===== config.mk =====
export PLATFORM = sky130hd
export DESIGN_NAME = fractran_step_engine_unit
export DESIGN_NICKNAME = d
export VERILOG_FILES = /design/src/rtl/core/fse_pkg.sv /design/src/rtl/core/fse_table.sv /design/src/rtl/core/fse_vector.sv /design/src/rtl/core/fractran_step_engine_unit.sv
export SDC_FILE = /design/constraint.sdc
export NUM_CORES = 2
export LEC_CHECK = 0
export BUFFER_PORTS_ARGS = -buffer_cell sky130_fd_sc_hd__buf_2
export CAP_MARGIN = 20
export CORE_MARGIN = 2
export CORE_UTILIZATION = 50
export CTS_CLUSTER_DIAMETER = 50
export DETAILED_ROUTE_END_ITERATION = 10
export GPL_ROUTABILITY_DRIVEN = 0
export GPL_TIMING_DRIVEN = 1
export PLACE_DENSITY = 0.77
export SETUP_SLACK_MARGIN = 0.05
export SLEW_MARGIN = 30
export SYNTH_ARGS = -nofsm -noshare
export SYNTH_HDL_FRONTEND = slang
export SYNTH_HIERARCHICAL = 1
export SYNTH_SLANG_ARGS = --single-unit

===== constraint.sdc =====
create_clock -name clock -period 5.37 [get_ports clock]
set_clock_uncertainty 0.2 [all_clocks]
set_input_delay 0 -clock clock [delete_from_list [all_inputs] [get_ports clock]]
set_output_delay 0 -clock clock [all_outputs]
set_load 0.1 [all_outputs]

===== src/rtl/core/fse_pkg.sv =====
package fse_pkg;

   localparam int MAX_FRACTIONS = 32;
   localparam int MAX_PRIMES    = 8;
   localparam int EXP_WIDTH     = 24;
   localparam int SUM_W         = EXP_WIDTH + 1;

   localparam int ROW_W   = 5;
   localparam int COL_W   = 3;
   localparam int ENTRY_W = 7;
   localparam int FCNT_W  = 6;
   localparam int PCNT_W  = 4;
   localparam int STEP_W  = 16;
   localparam int CSR_IDX_W = 2;
   localparam int CSR_DATA_W = 16;

   localparam logic [FCNT_W-1:0] FCNT_RESET  = FCNT_W'(1);
   localparam logic [PCNT_W-1:0] PCNT_RESET  = PCNT_W'(1);
   localparam logic [STEP_W-1:0] LIMIT_RESET = STEP_W'(10000);
   localparam logic [FCNT_W-1:0] FCNT_MAX    = FCNT_W'(MAX_FRACTIONS);
   localparam logic [PCNT_W-1:0] PCNT_MAX    = PCNT_W'(MAX_PRIMES);

   localparam logic [1:0] OP_WRITE   = 2'd0;
   localparam logic [1:0] OP_RESTART = 2'd1;
   localparam logic [1:0] OP_STEP    = 2'd2;

   localparam logic [CSR_IDX_W-1:0] CSR_FRACTION_COUNT = 2'd0;
   localparam logic [CSR_IDX_W-1:0] CSR_PRIME_COUNT    = 2'd1;
   localparam logic [CSR_IDX_W-1:0] CSR_STEP_LIMIT     = 2'd2;

   typedef logic [MAX_PRIMES-1:0][ENTRY_W-1:0] row_type;
   typedef logic [EXP_WIDTH-1:0] exp_type;

   typedef struct packed {
      logic restart;
      logic apply;
   } vec_ctrl_type;

endpackage


===== src/rtl/core/fse_table.sv =====
module fse_table
   import fse_pkg::*;
(
   input  logic               clock,
   input  logic               wr_en,
   input  logic [ROW_W-1:0]   wr_row,
   input  logic [COL_W-1:0]   wr_col,
   input  logic [ENTRY_W-1:0] wr_data,
   input  logic [ROW_W-1:0]   rd_row,
   output row_type            rd_data
);

   row_type mem [MAX_FRACTIONS];
   row_type rd_data_ff;

   always_ff @(posedge clock) begin
      if (wr_en) begin
         mem[wr_row][wr_col] <= wr_data;
      end
   end

   always_ff @(posedge clock) begin
      rd_data_ff <= mem[rd_row];
   end

   assign rd_data = rd_data_ff;

endmodule


===== src/rtl/core/fse_vector.sv =====
module fse_vector
   import fse_pkg::*;
(
   input  logic              clock,
   input  logic              reset,
   input  vec_ctrl_type      ctrl,
   input  row_type           row,
   input  logic [PCNT_W-1:0] cols_used,
   output logic              fits,
   output logic              ovf,
   output logic              zero
);

   exp_type exp_ff [MAX_PRIMES];
   exp_type exp_in [MAX_PRIMES];
   logic [ENTRY_W-1:0] mag [MAX_PRIMES];
   logic [SUM_W-1:0]   sum [MAX_PRIMES];
   logic [MAX_PRIMES-1:0] lane_use;
   logic [MAX_PRIMES-1:0] lane_ok;
   logic [MAX_PRIMES-1:0] lane_ovf;
   logic [MAX_PRIMES-1:0] lane_zero;

   // lane status, independent of the update control
   always_comb begin
      for (int c = 0; c < MAX_PRIMES; c++) begin
         lane_use[c] = PCNT_W'(c) < cols_used;
         mag[c] = ENTRY_W'(-$signed(row[c]));
         sum[c] = SUM_W'(exp_ff[c]) + SUM_W'(row[c][ENTRY_W-2:0]);
         lane_ok[c] = !lane_use[c] || !row[c][ENTRY_W-1] ||
                      (exp_ff[c] >= EXP_WIDTH'(mag[c]));
         lane_zero[c] = !lane_use[c] || (exp_ff[c] == '0);
         lane_ovf[c] = lane_use[c] && !row[c][ENTRY_W-1] && sum[c][SUM_W-1];
      end
   end

   always_comb begin
      for (int c = 0; c < MAX_PRIMES; c++) begin
         exp_in[c] = exp_ff[c];
         if (ctrl.restart) begin
            exp_in[c] = (c == 0) ? EXP_WIDTH'(1) : '0;
         end else if (ctrl.apply && lane_use[c]) begin
            if (row[c][ENTRY_W-1]) begin
               exp_in[c] = exp_ff[c] - EXP_WIDTH'(mag[c]);
            end else if (lane_ovf[c]) begin
               exp_in[c] = '1;
            end else begin
               exp_in[c] = sum[c][EXP_WIDTH-1:0];
            end
         end
      end
   end

   always_ff @(posedge clock) begin
      for (int c = 0; c < MAX_PRIMES; c++) begin
         if (reset) begin
            exp_ff[c] <= (c == 0) ? EXP_WIDTH'(1) : '0;
         end else begin
            exp_ff[c] <= exp_in[c];
         end
      end
   end

   assign fits = &lane_ok;
   assign ovf  = |lane_ovf;
   assign zero = &lane_zero;

endmodule


===== src/rtl/core/fractran_step_engine_unit.sv =====
// channel  direction  handshake           payload
// req      in         req_valid/req_stall opcode, fraction_index, prime_index, entry_value
// rsp      out        rsp_valid/rsp_stall halted, applied_index, step_count, limit_reached,
//                                         all_zero, overflow
// csr      in         csr_valid/csr_ready csr_index, csr_data
//
// Write, restart and idle step items pass from accept through ST_REPORT to the result register.
// Running step: rows are examined in ST_SCAN, then ST_REPORT loads the result register and
// the next item is taken in ST_IDLE; one fraction row is read and checked per cycle from the
// table memory.
// Reset is synchronous; the exponent vector returns to two. Table contents are kept.
// A new item is taken while an earlier result waits under rsp_stall.
module fractran_step_engine_unit
   import fse_pkg::*;
(
   input  logic                  clock,
   input  logic                  reset,
   input  logic                  req_valid,
   output logic                  req_stall,
   input  logic [1:0]            req_opcode,
   input  logic [ROW_W-1:0]      req_fraction_index,
   input  logic [COL_W-1:0]      req_prime_index,
   input  logic signed [ENTRY_W-1:0] req_entry_value,
   output logic                  rsp_valid,
   input  logic                  rsp_stall,
   output logic                  rsp_halted,
   output logic [ROW_W-1:0]      rsp_applied_index,
   output logic [STEP_W-1:0]     rsp_step_count,
   output logic                  rsp_limit_reached,
   output logic                  rsp_all_zero,
   output logic                  rsp_overflow,
   input  logic                  csr_valid,
   output logic                  csr_ready,
   input  logic [CSR_IDX_W-1:0]  csr_index,
   input  logic [CSR_DATA_W-1:0] csr_data
);

   localparam logic [1:0] ST_IDLE   = 2'd0;
   localparam logic [1:0] ST_SCAN   = 2'd1;
   localparam logic [1:0] ST_REPORT = 2'd2;

   logic [1:0]        state_ff, state_in;
   logic [FCNT_W-1:0] fraction_count_ff;
   logic [PCNT_W-1:0] prime_count_ff;
   logic [STEP_W-1:0] step_limit_ff;
   logic [STEP_W-1:0] steps_ff, steps_in;
   logic              stopped_ff, stopped_in;
   logic              applied_ff, applied_in;
   logic [ROW_W-1:0]  which_ff, which_in;
   logic              ovf_ff, ovf_in;
   logic [FCNT_W-1:0] issue_row_ff, issue_row_in;
   logic              chk_valid_ff, chk_valid_in;
   logic [ROW_W-1:0]  chk_row_ff, chk_row_in;

   logic              rsp_valid_ff, rsp_valid_in;
   logic              rsp_halted_ff, rsp_halted_in;
   logic [ROW_W-1:0]  rsp_index_ff, rsp_index_in;
   logic [STEP_W-1:0] rsp_steps_ff, rsp_steps_in;
   logic              rsp_limit_ff, rsp_limit_in;
   logic              rsp_zero_ff, rsp_zero_in;
   logic              rsp_ovf_ff, rsp_ovf_in;

   logic              accept;
   logic [FCNT_W-1:0] rows_used;
   logic [PCNT_W-1:0] cols_used;
   logic              table_we;
   row_type           row_data;
   vec_ctrl_type      vec_ctrl;
   logic              fits, vec_ovf, vec_zero;

   assign req_stall = (state_ff != ST_IDLE);
   assign accept    = req_valid && !req_stall;
   assign csr_ready = 1'b1;
   assign rows_used = (fraction_count_ff > FCNT_MAX) ? FCNT_MAX : fraction_count_ff;
   assign cols_used = (prime_count_ff > PCNT_MAX) ? PCNT_MAX : prime_count_ff;
   assign table_we  = accept && (req_opcode == OP_WRITE);

   fse_table u_table (
      .clock   (clock),
      .wr_en   (table_we),
      .wr_row  (req_fraction_index),
      .wr_col  (req_prime_index),
      .wr_data (req_entry_value),
      .rd_row  (issue_row_ff[ROW_W-1:0]),
      .rd_data (row_data)
   );

   fse_vector u_vector (
      .clock     (clock),
      .reset     (reset),
      .ctrl      (vec_ctrl),
      .row       (row_data),
      .cols_used (cols_used),
      .fits      (fits),
      .ovf       (vec_ovf),
      .zero      (vec_zero)
   );

   always_comb begin
      logic load;
      state_in      = state_ff;
      steps_in      = steps_ff;
      stopped_in    = stopped_ff;
      applied_in    = applied_ff;
      which_in      = which_ff;
      ovf_in        = ovf_ff;
      issue_row_in  = issue_row_ff;
      chk_valid_in  = 1'b0;
      chk_row_in    = chk_row_ff;
      vec_ctrl      = '0;
      load          = 1'b0;
      rsp_valid_in  = rsp_valid_ff && rsp_stall;
      rsp_halted_in = rsp_halted_ff;
      rsp_index_in  = rsp_index_ff;
      rsp_steps_in  = rsp_steps_ff;
      rsp_limit_in  = rsp_limit_ff;
      rsp_zero_in   = rsp_zero_ff;
      rsp_ovf_in    = rsp_ovf_ff;

      unique case (state_ff)
         ST_IDLE: begin
            if (accept) begin
               applied_in = 1'b0;
               ovf_in     = 1'b0;
               state_in   = ST_REPORT;
               if (req_opcode == OP_RESTART) begin
                  vec_ctrl.restart = 1'b1;
                  steps_in   = '0;
                  stopped_in = 1'b0;
               end else if (req_opcode == OP_STEP && !stopped_ff &&
                            steps_ff < step_limit_ff) begin
                  if (rows_used == '0) begin
                     stopped_in = 1'b1;
                  end else begin
                     issue_row_in = '0;
                     state_in     = ST_SCAN;
                  end
               end
            end
         end
         ST_SCAN: begin
            if (issue_row_ff < rows_used) begin
               chk_valid_in = 1'b1;
               chk_row_in   = issue_row_ff[ROW_W-1:0];
               issue_row_in = issue_row_ff + FCNT_W'(1);
            end
            if (chk_valid_ff) begin
               if (fits) begin
                  vec_ctrl.apply = 1'b1;
                  applied_in = 1'b1;
                  which_in   = chk_row_ff;
                  ovf_in     = vec_ovf;
                  steps_in   = steps_ff + STEP_W'(1);
                  state_in   = ST_REPORT;
               end else if (FCNT_W'(chk_row_ff) + FCNT_W'(1) == rows_used) begin
                  stopped_in = 1'b1;
                  state_in   = ST_REPORT;
               end
            end
         end
         ST_REPORT: begin
            if (!rsp_valid_ff || !rsp_stall) begin
               load     = 1'b1;
               state_in = ST_IDLE;
            end
         end
         default: begin
            state_in = ST_IDLE;
         end
      endcase

      if (load) begin
         rsp_valid_in  = 1'b1;
         rsp_halted_in = stopped_ff;
         rsp_index_in  = applied_ff ? which_ff : '0;
         rsp_steps_in  = steps_ff;
         rsp_limit_in  = steps_ff >= step_limit_ff;
         rsp_zero_in   = stopped_ff && vec_zero;
         rsp_ovf_in    = ovf_ff;
      end
   end

   always_ff @(posedge clock) begin
      if (reset) begin
         state_ff          <= ST_IDLE;
         fraction_count_ff <= FCNT_RESET;
         prime_count_ff    <= PCNT_RESET;
         step_limit_ff     <= LIMIT_RESET;
         steps_ff          <= '0;
         stopped_ff        <= 1'b0;
         applied_ff        <= 1'b0;
         ovf_ff            <= 1'b0;
         issue_row_ff      <= '0;
         chk_valid_ff      <= 1'b0;
         rsp_valid_ff      <= 1'b0;
      end else begin
         state_ff     <= state_in;
         steps_ff     <= steps_in;
         stopped_ff   <= stopped_in;
         applied_ff   <= applied_in;
         ovf_ff       <= ovf_in;
         issue_row_ff <= issue_row_in;
         chk_valid_ff <= chk_valid_in;
         rsp_valid_ff <= rsp_valid_in;
         if (csr_valid && csr_ready) begin
            unique case (csr_index)
               CSR_FRACTION_COUNT: fraction_count_ff <= csr_data[FCNT_W-1:0];
               CSR_PRIME_COUNT:    prime_count_ff    <= csr_data[PCNT_W-1:0];
               CSR_STEP_LIMIT:     step_limit_ff     <= csr_data[STEP_W-1:0];
               default: ;
            endcase
         end
      end
   end

   always_ff @(posedge clock) begin
      which_ff      <= which_in;
      chk_row_ff    <= chk_row_in;
      rsp_halted_ff <= rsp_halted_in;
      rsp_index_ff  <= rsp_index_in;
      rsp_steps_ff  <= rsp_steps_in;
      rsp_limit_ff  <= rsp_limit_in;
      rsp_zero_ff   <= rsp_zero_in;
      rsp_ovf_ff    <= rsp_ovf_in;
   end

   assign rsp_valid         = rsp_valid_ff;
   assign rsp_halted        = rsp_halted_ff;
   assign rsp_applied_index = rsp_index_ff;
   assign rsp_step_count    = rsp_steps_ff;
   assign rsp_limit_reached = rsp_limit_ff;
   assign rsp_all_zero      = rsp_zero_ff;
   assign rsp_overflow      = rsp_ovf_ff;

endmodule


[Yosys cells after proc, flatten, opt, wreduce, memory -nomap -nowiden]
Memories as Yosys holds them, arrays and structs flattened. A register that Yosys moved wholly into a read port is not among the register bits.
Cells that the tools add are included.
Word-level totals
  input port bits: 40
  register bits after elaboration: 90
  ROM bits: 0
  memory bits (writable): 1984
  bits in latches: 0
  memories: 2
  output and inout bits: 28
Operators by class
  $mul: 0
  eq/ne operators: 21
  shift-type cells: 0
  add/sub/neg operators: 27
  $lt $le $gt $ge: 23
  multiplexer cells: 94
  bitwise gates (word level): 9
  reduce and logical (&&, ||, !) cells: 104
  divide/modulo/power cells: 0
Memory list
  u_table.mem: words 32, width 56, read ports 1, clocked after Yosys merged registers in 1, wr ports 1, line fse_table.sv:13  | row_type mem [MAX_FRACTIONS];
  u_vector.exp_ff: words 8, width 24, read ports 8, clocked after Yosys merged registers in 0, wr ports 8, line fse_vector.sv:14  | exp_type exp_ff [MAX_PRIMES];
Operator list (count)
  $mux W24: 40
  $add A24 B6 Y25: 8
  $ge A24 B7 Y1: 8
  $logic_not A24 Y1: 8
  $sub A24 B7 Y24: 8
  $mux W16: 4
  $mux W56: 1
  $neg A7 Y7: 8
  $mux W6: 6
  $pmux W16 S2: 1
  $logic_and A1 B1 Y1: 31
  $mux W1: 26
  $logic_or A1 B1 Y1: 25
  $ne A2 B2 Y1 const B: 11
  $demux W7 S3: 1
  $logic_not A1 Y1: 20
  $add A16 B1 Y16 const B: 1
  $ge A16 B16 Y1: 1
  $lt A16 B16 Y1: 1
  $lt A3 B4 Y1 const A: 4
  $mux W2: 8
  $reduce_and A8 Y1: 2
  $pmux W6 S2: 1
  $reduce_and A10 Y1: 1
  other kinds (29): 53

[Depth between registers and ports, before layout]
  depth after elaboration: 14
  mapped depth: 21

[By module]
The synthesis kept the hierarchy.
Modules (own cells, without submodules)
  fse_table: area an instance 71932.7 µm², times used 1, cells an instance 4212
  fse_vector: area an instance 19119.6 µm², times used 1, cells an instance 2672
  fractran_step_engine_unit: area an instance 4134.0 µm², times used 1, cells an instance 417

[Least setup slack after synthesis]
OpenSTA, ideal clock, no wires.
  path kind: reg2reg
  start: register u_table.rd_data_ff (netlist bit u_table/rd_data[30]) (read register of u_table.mem)
  end: memory u_vector/exp_ff[1][81] (netlist bit)
  setup slack: 0.653 ns
  path buffers: 2
  data arrival time: 4.395 ns
  stages on the path, launching flop included: 19
  path through: dfxtp_1 -> nor3_1 -> nor3b_1 -> xor2_1 -> ha_1 -> nand4b_1 -> o21ai_1 -> or2_2 -> nor4_1 -> a211oi_1 -> nor4b_1 -> nand2_1 -> nor2_1 -> clkbuf_1 -> nand2_1 -> nor2_2 -> o21ai_0 -> clkbuf_1 -> o32a_1
RTL lines
  start, declared: line fse_table.sv:14  | row_type rd_data_ff;
  end, declared: line fse_vector.sv:14

==> summary.md <==
| Metric | Value |
|---|---|
| Status | finished, final reports clean |
| Dpl ws | -9.06 ps |
| Core ar. | 0.190 mm² |
| Final WS setup | 247 ps |
| Number of synthesized flops with an enable pin | 1,827 |
| Slew Viols, Final | 0 |
| Starting Density | 50.2% |
| Clk buf depth | 3 |
| CP Class | flop to flop |
| Wire per inst | 24.1 µm |
| Via count | 63,852 |
| Worst Path Required | 5900 ps |
| DR DRC count | 0 |
| Finished Core Util | 56.1% |
| Synth top area cells | edfxtp_1 58%, mux2i_1 9.7%, dfxtp_1 6.4% |
| RSZ-0062 raised after global routing | yes |
| WP data arrival | 5650 ps |
| Die area | 0.194 mm² |
| Fin crit share | 95.4% |
| Mapped Nets | 7,500 |
| Seq cells post-synth | 2,130 |
| CTS H-tree lvls | 4 |
| FP Rows | 160 |
| CP max FO | 16 |
| Initial antenna violation count | 13 |
| Critical Path Start Type | flop |
| Yosys warning count | 6 |
| Max-Slew Margin vs Limit | 23.6% |
| Overall routed net length | 245,000 µm |
| Worst r2r src | u_vector/exp_ff[1][16]$_SDFFE_PP0P_ |
| Power per cell area | 323 mW/mm² |
| Starting DRT DRC Count | 7,598 |
| Design Area, Final | 0.106 mm² |
| Dpl cells | 9,681 |
| DRT Pass-1 Iters | 6 |
| Least-Margin Pin Slew | 1140 ps |
| Most frequent cell after synthesis | edfxtp_1 |
| Min-delay src | req_entry_value[6] |
| HP Class | input port to flop |
| Worst setup path start | u_vector/exp_ff[1][16]$_SDFFE_PP0P_ |
| Minimum clock period after layout | 5120 ps |
| Top Ports | 68 |
| Number of global-route vias before repair | 62,340 |
| Post-DP HPWL | 149,000 µm |
| Syn Inst Count | 7,301 |
| Max Freq | 195 MHz |
| Tot GR Track Use | 24.8% |
| Worst Setup End Kind | flop |
| CTS Buf Count | 212 |
| Synth top area share | 57.6% |
| Share of layout cells above drive strength 1 | 8.88% |
| Synth cell count leaders | 1,827 x edfxtp_1, 927 x mux2i_1, 553 x nor2_1 |
| Count of cell types in the netlist | 92 |
| Die H | 440 µm |
| Clock-pin slew on the worst setup and hold paths | 60 ps |
| Non-Filler Instances | 10,171 |
| Clock Latency Late Sink | 860 ps |
| Post-Syn Area | 0.0952 mm² |
| CTS tree | built |
| DIE WIDTH | 440 µm |
| Post-synth top area cell | edfxtp_1 |
| Fin nets | 7,677 |
| Global-route wire length before repair | 370,000 µm |
| Grt total ovfl | 0 |
| Max-Cap Viols | 0 |
| DP Area | 0.0985 mm² |
| VDD IR max | 0.335 mV |
| Final Hold Viols | 0 |
| Largest net degree at the start of global routing | 149 |
| Synth async-reset ratio | 0% |
| Via density | 6.28 |
| Average size of a mapped cell | 13.0 µm² |
| Final setup vio count | 0 |
| Area Growth Syn to Fin | 11.8% |
| Leakage | 0.0343 µW |
| Antenna Nets Post-Route | 0 |
| Root Buffer | clkbuf_16 |
| Port Buffers | 66 |
| Ys flop type | edfxtp_1 |
| Clock Sinks | 2,130 |
| Register area share after synthesis | 64.0% |
what timing repair did:
| item | 4_1_cts | 5_1_grt |
|---|---|---|
| hold buffers | 90 | 1 |
| endpoints found under the hold margin | 2241 | 36 |
| setup endpoints to repair | 2 | 51 |
| resized for setup | 1 | 12 |
| setup buffers | 0 | 0 |
layout by cell type, fill, tap and decap left out, drive strengths merged, types with 124 or more instances in the layout:
cell    count
a21oi     429
a22oi     183
buf       292
clkbuf    283
dfxtp     303
edfxtp   1827
ha        143
inv       124
mux2i     927
nand2     511
nand3     285
nor2      555
nor3      189
o21ai     169
area by class of cell:
cell class                      count  area (µm²)
Clock buffer                      281        5730
Inverter                          112         420
Clock inverter                    110        1120
Timing Repair Buffer              385        3310
Sequential cell                  2130       60900
Multi-Input combinational cell   4637       31800
Fill cell                       14555       83200
Antenna cell                        5        12.5
Tap cell                         2511        3140
worst max-delay path, cell delays in order (launching register included):
cell      delay [ps]
dfxtp_1          290
buf_4            160
or3_1            400
nor3_1           420
nor3b_1          460
or3b_2           510
nor4_2           510
a211oi_1         110
nor4b_1          180
nand2_1          110
nor2_1            80
buf_12           190
o21ai_1          400
nor2_1           370
a31o_2           320
nor4_1           270
final timing paths:
path,cells past startpoint,slack [ps],to
min reg2reg,0,250,rsp_overflow$_DFFE_PP_
max,15,250,u_vector/exp_ff[0][95]$_SDFFE_PP0P_
min,2,40,u_table/mem[3][48]$_DFFE_PP_
max reg2reg,15,250,u_vector/exp_ff[0][95]$_SDFFE_PP0P_
flip-flops by register name (all words and copies together), names as in the netlist, 2 cells and up:
register / flops
chk_row_ff: 5
fraction_count_ff: 6
issue_row_ff: 6
prime_count_ff: 4
rsp_applied_index: 5
rsp_step_count: 16
state_ff: 2
step_limit_ff: 16
steps_ff: 16
u_table/mem: 1792
u_table/rd_data: 56
u_vector/exp_ff: 192
which_ff: 5
cell families after synthesis:
logic type	count (synthesis)	share of synthesized area [%]
XOR/XNOR	154	1.45
AO/OA/AOI/OAI	1430	10.1
buffers and inverters	534	2.81
other	1	0.00394
AND/OR/NAND/NOR	1966	9.71
adder cells (fa/ha/maj)	159	2.22
multiplexers	927	9.75
flip-flops	2130	64.0
routing by layer:
metal | GRT usage, % | vias to the layer above | wire, µm
li1 | - | 28393 | -
met1 | 32.3 | 31358 | 94000
met2 | 39.7 | 3418 | 115000
met3 | 4.78 | 679 | 23200
met4 | 12.6 | 4 | 13000
met5 | 0 | - | 21
metrics by stage:
stage	power, µW	hold slack, ps	TNS (ps)
after floorplan	19600	-101	0
after global placement	20100	7.13	0
after detailed placement	20100	11.5	-9.06
after CTS	34600	17.0	0
after global routing	35400	71.8	0
final	34400	40.1	0
power breakdown:
group	switching (µW)	internal [µW]	total, µW
Clock	6320	8220	14500
Sequential	49.6	18000	18000
Combinational	1210	630	1840
Total	7580	26800	34400
Power figures use the tool's default switching activity.
